**src/sv/kebs_pkg.sv**
```systemverilog
// ---------------------------------------------------------------------------
// kebs_pkg
// Shared types, constants and tables for the Kepler bisection solver.
// ---------------------------------------------------------------------------
package kebs_pkg;

    localparam int MAX_ITERATIONS = 32;
    localparam int CORDIC_STEPS   = 30;
    localparam int ITER_W         = $clog2(MAX_ITERATIONS + 1);
    localparam int STEP_W         = $clog2(CORDIC_STEPS + 1);

    // Q28 angles, carried in 34 bits signed
    localparam int ANG_W = 34;
    localparam logic signed [ANG_W-1:0] PI_Q28         = 34'sd843314857;
    localparam logic signed [ANG_W-1:0] TAU_Q28        = 34'sd1686629713;
    localparam logic signed [ANG_W-1:0] HALF_PI_Q28    = 34'sd421657428;
    localparam logic signed [ANG_W-1:0] QUARTER_PI_Q28 = 34'sd210828714;

    // CORDIC datapath, Q30
    localparam int CW = 34;
    localparam logic signed [CW-1:0] CORDIC_GAIN_Q30 = 34'sd652032874;

    // register map
    localparam logic [0:0] REG_ITERATIONS = 1'b0;

    typedef enum logic [2:0] {
        ST_IDLE,
        ST_REDUCE,
        ST_SINE_START,
        ST_SINE_WAIT,
        ST_MULT,
        ST_UPDATE,
        ST_DONE
    } kebs_state_t;

    typedef struct packed {
        logic start;
        logic busy;
        logic done;
    } kebs_cordic_ctl_t;

    function automatic logic signed [CW-1:0] atan_q30(input logic [4:0] idx);
        logic signed [CW-1:0] v;
        begin
            case (idx)
                5'd0:  v = 34'sh03243F6A8;
                5'd1:  v = 34'sh01DAC6705;
                5'd2:  v = 34'sh00FADBAFC;
                5'd3:  v = 34'sh007F56EA6;
                5'd4:  v = 34'sh003FEAB76;
                5'd5:  v = 34'sh001FFD55B;
                5'd6:  v = 34'sh000FFFAAA;
                5'd7:  v = 34'sh0007FFF55;
                5'd8:  v = 34'sh0003FFFEA;
                5'd9:  v = 34'sh0001FFFFD;
                5'd10: v = 34'sh0000FFFFF;
                5'd11: v = 34'sh00007FFFF;
                5'd12: v = 34'sh00003FFFF;
                5'd13: v = 34'sh00001FFFF;
                5'd14: v = 34'sh00000FFFF;
                5'd15: v = 34'sh000007FFF;
                5'd16: v = 34'sh000003FFF;
                5'd17: v = 34'sh000001FFF;
                5'd18: v = 34'sh000000FFF;
                5'd19: v = 34'sh0000007FF;
                5'd20: v = 34'sh0000003FF;
                5'd21: v = 34'sh0000001FF;
                5'd22: v = 34'sh0000000FF;
                5'd23: v = 34'sh00000007F;
                5'd24: v = 34'sh00000003F;
                5'd25: v = 34'sh00000001F;
                5'd26: v = 34'sh00000000F;
                5'd27: v = 34'sh000000008;
                5'd28: v = 34'sh000000004;
                5'd29: v = 34'sh000000002;
                5'd30: v = 34'sh000000001;
                default: v = '0;
            endcase
            return v;
        end
    endfunction

endpackage

```
**src/sv/kebs_cordic.sv**
```systemverilog
// ---------------------------------------------------------------------------
// kebs_cordic
// Iterative rotation-mode CORDIC: sine of a Q28 angle in [-pi, pi], Q30 out.
// ---------------------------------------------------------------------------
module kebs_cordic
(
    input  logic                                clk,
    input  logic                                rst_n,
    input  logic                                start,
    input  logic signed [kebs_pkg::ANG_W-1:0]   angle,
    output logic                                done,
    output logic signed [kebs_pkg::CW-1:0]      sine
);
    import kebs_pkg::*;

    logic signed [CW-1:0] x_reg, x_next, y_reg, y_next, z_reg, z_next;
    logic [STEP_W-1:0]    i_reg, i_next;
    logic                 busy_reg, busy_next;
    logic                 done_reg, done_next;
    logic signed [ANG_W-1:0] folded;
    logic signed [CW-1:0] xs, ys;

    always_comb
    begin
        if (angle > HALF_PI_Q28)
            folded = PI_Q28 - angle;
        else if (angle < -HALF_PI_Q28)
            folded = -PI_Q28 - angle;
        else
            folded = angle;
    end

    // one micro-rotation per cycle
    assign xs = x_reg >>> i_reg;
    assign ys = y_reg >>> i_reg;

    always_comb
    begin
        x_next    = x_reg;
        y_next    = y_reg;
        z_next    = z_reg;
        i_next    = i_reg;
        busy_next = busy_reg;
        done_next = 1'b0;
        if (start)
        begin
            x_next    = CORDIC_GAIN_Q30;
            y_next    = '0;
            z_next    = CW'(folded <<< 2);
            i_next    = '0;
            busy_next = 1'b1;
        end
        else if (busy_reg)
        begin
            if (!z_reg[CW-1])
            begin
                x_next = x_reg - ys;
                y_next = y_reg + xs;
                z_next = z_reg - atan_q30(i_reg[4:0]);
            end
            else
            begin
                x_next = x_reg + ys;
                y_next = y_reg - xs;
                z_next = z_reg + atan_q30(i_reg[4:0]);
            end
            i_next = i_reg + 1'b1;
            if (i_reg == STEP_W'(CORDIC_STEPS - 1))
            begin
                busy_next = 1'b0;
                done_next = 1'b1;
            end
        end
    end

    always_ff @(posedge clk or negedge rst_n)
    begin
        if (!rst_n)
        begin
            busy_reg <= 1'b0;
            done_reg <= 1'b0;
            i_reg    <= '0;
        end
        else
        begin
            busy_reg <= busy_next;
            done_reg <= done_next;
            i_reg    <= i_next;
        end
    end

    always_ff @(posedge clk)
    begin
        x_reg <= x_next;
        y_reg <= y_next;
        z_reg <= z_next;
    end

    assign done = done_reg;
    assign sine = y_reg;

    a_done_after_busy: assert property (@(posedge clk) disable iff (!rst_n)
        done_reg |-> !busy_reg) else $error("done while busy");
    a_done_pulse: assert property (@(posedge clk) disable iff (!rst_n)
        done_reg |=> !done_reg) else $error("done held");
    a_start_busy: assert property (@(posedge clk) disable iff (!rst_n)
        start |=> busy_reg) else $error("start did not launch");

endmodule

```
**config.mk**
```make
export PLATFORM = sky130hd
export DESIGN_NAME = kebs_cordic
export DESIGN_NICKNAME = d
export VERILOG_FILES = /design/src/sv/kebs_pkg.sv /design/src/sv/kebs_cordic.sv
export SDC_FILE = /design/constraint.sdc
export NUM_CORES = 1
export LEC_CHECK = 0
export BUFFER_PORTS_ARGS = -buffer_cell sky130_fd_sc_hd__buf_2
export CAP_MARGIN = 15
export CELL_PAD_IN_SITES_DETAIL_PLACEMENT = 1
export CELL_PAD_IN_SITES_GLOBAL_PLACEMENT = 1
export CORE_ASPECT_RATIO = 1.1
export CORE_UTILIZATION = 35
export CTS_CLUSTER_SIZE = 8
export DETAILED_ROUTE_END_ITERATION = 6
export PLACE_DENSITY_LB_ADDON = 0.1
export REMOVE_ABC_BUFFERS = 1
export SYNTH_ARGS = -nofsm -noshare
export SYNTH_HDL_FRONTEND = slang
export SYNTH_SLANG_ARGS = --single-unit
export TNS_END_PERCENT = 100
```
**constraint.sdc**
```tcl
create_clock -name clk -period 8.2 [get_ports clk]
set_input_delay 1.23 -clock clk [delete_from_list [all_inputs] [get_ports clk]]
set_output_delay 1.23 -clock clk [all_outputs]
set_load 0.03 [all_outputs]
```
==> flow_metrics.py <==
metrics = {
    "worst_setup_path": {
        "critical_path.max_stage_delay_ps": 890,
        "cell_family_with_the_largest_share_of_critical_path_delay": "compound AO/OA/AOI/OAI gates",
        "worst-r2r-setup-slack_ps": 960,
        "crit_top_cell": "sky130_fd_sc_hd__a211oi_1",
        "end_kind": "flip-flop",
        "worst_r2r_path_depth": 20,
        "path_cells": "buf_4, mux2_1, a222oi_1, a211oi_1, a2111oi_4, and4_1, and4_1, and2_1, nor2_1, xnor2_1, ha_1, and3_1, nand3_1, a211oi_1, o211ai_1, a211oi_1, o31ai_1, nand2b_1, mux2i_1, mux2_1",
        "cp.arrival_ps": 7540,
        "timing.rr.start": "i_reg[1]$_DFFE_PN0P_",
        "timing.critical_path.fanout_max": 52,
        "cp_slowest_cell": "sky130_fd_sc_hd__dfrtp_4",
        "timing.rr.end": "sine[33]$_SDFFE_PP0P_",
        "crit_type": "reg -> reg",
        "worst-path-buf-inv": 1,
        "setup.worst_path.start_class": "flip-flop",
        "cp.required_ps": 8500,
    },
    "clock_network": {
        "number_of_buffers_created_by_cts": 9,
        "htreeDepth": 3,
        "root_cell_of_the_clock_tree": "sky130_fd_sc_hd__clkbuf_16",
        "tritoncts": "yes",
        "insertion_delay_ps": 410,
        "max-clock-path-buffers": 2,
        "post_cts_resized": 0,
        "cts_hold_repair.buffers": 0,
        "cts.reportedPaths.clkPinSlew_ps": 90,
        "clock-sinks": 109,
        "post_cts.repair.setup_buffers": 0,
    },
    "synthesis": {
        "synth_top_area_frac": 0.0985,
        "synth_sequential_area_ratio": 0.144,
        "synth.top_cells.by_area": "sky130_fd_sc_hd__mux4_2 (9.9%), sky130_fd_sc_hd__ha_1 (8.2%), sky130_fd_sc_hd__dfxtp_1 (8.0%)",
        "number_of_warning_messages_in_the_yosys_log": 0,
        "ys_seq_elements": 109,
        "synth_edf_count": 32,
        "synth_area_per_cell_um2": 8.07,
        "yosysTopAreaCell": "sky130_fd_sc_hd__mux4_2",
        "synthFlopType": "sky130_fd_sc_hd__dfxtp_1",
        "netlist_instances": 2181,
        "synth_area_mm2": 0.0176,
        "share_of_synthesized_flip_flops_with_an_asynchronous_set_or_reset": 0.0642,
        "synth.lib_cells_used.distinct": 96,
    },
    "placed_design": {
        "place_hpwl_mm": 53.8,
        "io_buffers": 71,
        "dpl_worst_slack_ps": 1140,
        "gpl.final_weighted_congestion": 0.955,
    },
    "timing": {
        "finalHoldViolCount": 0,
        "final-setup-viol-count": 0,
        "worstMarginPinSlew_ps": 1180,
        "grt_setup_unrepaired": "no",
        "achievable-frequency_mhz": 138,
        "timing.clock.skew_ps": 15.1,
        "final_critical_path_setup_slack_ps": 965,
        "timing.hold.ws_ps": 515,
        "slew_headroom": 0.211,
        "finalWorstPathRequiredPeriod_ps": 7240,
        "max_transition_viols_final": 0,
        "post_route_clock_period_utilization": 0.882,
    },
    "power": {
        "vdd_ir_drop_max_v": 0.000171,
        "power-per-cell-area_mw_per_mm2": 513,
        "p_total_uw": 9620,
        "cellLeakagePower_uw": 0.00765,
    },
    "final_layout": {
        "area_growth_pct": 6.60,
        "design.final.nets": 2315,
        "drive_above_1_share": 0.132,
        "antennaDiodeCount": 0,
    },
    "floorplan": {
        "rows": 85,
        "design.die.area_mm2": 0.0512,
        "floorplan.initialDensity": 0.357,
        "design.portCount": 72,
        "dieWidth_um": 216,
        "floorplan.die.height_um": 237,
        "core_region_mm2": 0.0492,
    },
    "route": {
        "drt_pass1_iterations": 5,
        "vias_per_cell": 6.22,
        "drt-wirelength-per-cell_um": 25.2,
        "drc": 0,
        "dr_total_vias": 17500,
        "drt_iter0_markers": 1284,
        "route.final.wire_length_mm": 71.0,
        "ant_nets": 0,
    },
    "grt": {
        "grt_pass1_wl_mm": 110,
        "grt_pass1_vias": 17900,
        "antenna_found_initial": 1,
        "grt_start_max_net_pins": 62,
        "grt_usage": 0.277,
        "grt_overflow_total": 0,
    },
    "min_path": {
        "min-delay-path-class": "reg -> reg",
        "min_delay_worst_endpoint": "z_reg[0]$_SDFFE_PP0P_",
        "holdPathStages": 2,
        "hold_path_startpoint": "z_reg[0]$_SDFFE_PP0P_",
    },
    "run": {
        "drv.max_cap_violation_count": 0,
    },
    "status": {
        "run_status": "complete, no violations",
    },
}
-- Yosys cell counts, drive strengths merged (25+ instances only) --
| cell | n |
|---|---|
| a211oi | 34 |
| a21o | 50 |
| a21oi | 163 |
| a22oi | 25 |
| a31oi | 34 |
| and2 | 29 |
| and3 | 29 |
| buf | 54 |
| clkbuf | 88 |
| dfxtp | 70 |
| edfxtp | 32 |
| ha | 116 |
| inv | 61 |
| mux2 | 41 |
| mux2i | 71 |
| mux4 | 83 |
| nand2 | 179 |
| nand2b | 31 |
| nand3 | 52 |
| nor2 | 192 |
| nor3 | 39 |
| o21a | 26 |
| o21ai | 120 |
| o22ai | 46 |
| xnor2 | 117 |
| xor2 | 68 |
-- logic make-up (layout without fill, tap and decap cells) --
family,after synthesis,after routing,share of synthesized area
AO/OA/AOI/OAI,687,687,0.261
AND/OR/NAND/NOR,679,679,0.192
buffers and inverters,207,190,0.0502
multiplexers,195,195,0.174
XOR/XNOR,185,185,0.0921
adder cells (fa/ha/maj),119,119,0.0859
flip-flops,109,109,0.144
-- cell usage in the layout, fill, tap and decap left out, drive strengths merged, types with 41 or more instances in the layout --
cell type / Yosys / layout
a21o: 50 / 50
a21oi: 163 / 163
buf: 54 / 109
dfxtp: 70 / 70
ha: 116 / 116
inv: 61 / 64
mux2: 41 / 41
mux2i: 71 / 71
mux4: 83 / 83
nand2: 179 / 179
nand3: 52 / 52
nor2: 192 / 192
o21ai: 120 / 120
o22ai: 46 / 46
xnor2: 117 / 117
xor2: 68 / 68
-- metal layers --
layer | vias up | global-route usage | share of wire
met4 | 2 | 0.107 | 0.036
met5 | - | 0 | 0.00024
met1 | 8721 | 0.337 | 0.42
met2 | 447 | 0.495 | 0.50
li1 | 8225 | - | -
met3 | 127 | 0.0322 | 0.043
-- through the flow --
step | util | setup TNS [ps] | area (um^2) | cells
detailed placement | 0.375 | 0 | 18500 | 2800
global placement | 0.375 | 0 | 18500 | 2800
floorplan | - | -9670 | 17000 | 2039
global route | 0.381 | 0 | 18800 | 2816
CTS | 0.381 | 0 | 18800 | 2816
finish | 0.381 | 0 | 18800 | 2816
-- worst reg2reg max path: stages, from the launching register on --
cell and delay [ps]:
sky130_fd_sc_hd__dfrtp_4 890, sky130_fd_sc_hd__buf_4 580, sky130_fd_sc_hd__mux2_1 370, sky130_fd_sc_hd__a222oi_1 760
sky130_fd_sc_hd__a211oi_1 240, sky130_fd_sc_hd__a2111oi_4 340, sky130_fd_sc_hd__and4_1 370, sky130_fd_sc_hd__and4_1 320
sky130_fd_sc_hd__and2_1 210, sky130_fd_sc_hd__nor2_1 70, sky130_fd_sc_hd__xnor2_1 170, sky130_fd_sc_hd__ha_1 370
sky130_fd_sc_hd__and3_1 230, sky130_fd_sc_hd__nand3_1 120, sky130_fd_sc_hd__a211oi_1 570, sky130_fd_sc_hd__o211ai_1 310
sky130_fd_sc_hd__a211oi_1 400, sky130_fd_sc_hd__o31ai_1 150, sky130_fd_sc_hd__nand2b_1 160, sky130_fd_sc_hd__mux2i_1 180
sky130_fd_sc_hd__mux2_1 330
-- how the worst max path moves through the flow --
| stage | endpoint | slack, ps | startpoint | depth (start not counted) |
|---|---|---|---|---|
| after floorplan | z_reg[32]$_DFFE_PP_ | -1200 | i_reg[0]$_DFFE_PN0P_ | 20 |
| after global placement | sine[33]$_SDFFE_PP0P_ | 1320 | i_reg[1]$_DFFE_PN0P_ | 20 |
| after detailed placement | sine[33]$_SDFFE_PP0P_ | 1140 | i_reg[1]$_DFFE_PN0P_ | 20 |
| after CTS | sine[33]$_SDFFE_PP0P_ | 1080 | i_reg[1]$_DFFE_PN0P_ | 20 |
| after global routing | sine[33]$_SDFFE_PP0P_ | 390 | i_reg[1]$_DFFE_PN0P_ | 20 |
| final | sine[33]$_SDFFE_PP0P_ | 960 | i_reg[1]$_DFFE_PN0P_ | 20 |
-- final cells by class --
cell class,count,area (um^2)
clock buffer,9,225
timing repair buffer,109,653
multi-input combinational,1865,14200
sequential,109,2550
clock inverter,7,80.1
tap,652,816
inverter,65,244
fill,5914,30500
-- where the power goes --
group / switching [uW] / total [uW] / internal (uW)
Sequential: 479 / 1340 / 859
Clock: 256 / 497 / 241
Combinational: 4400 / 7790 / 3380
Total: 5140 / 9620 / 4480
No activity file was read; power rests on OpenSTA's default activity.
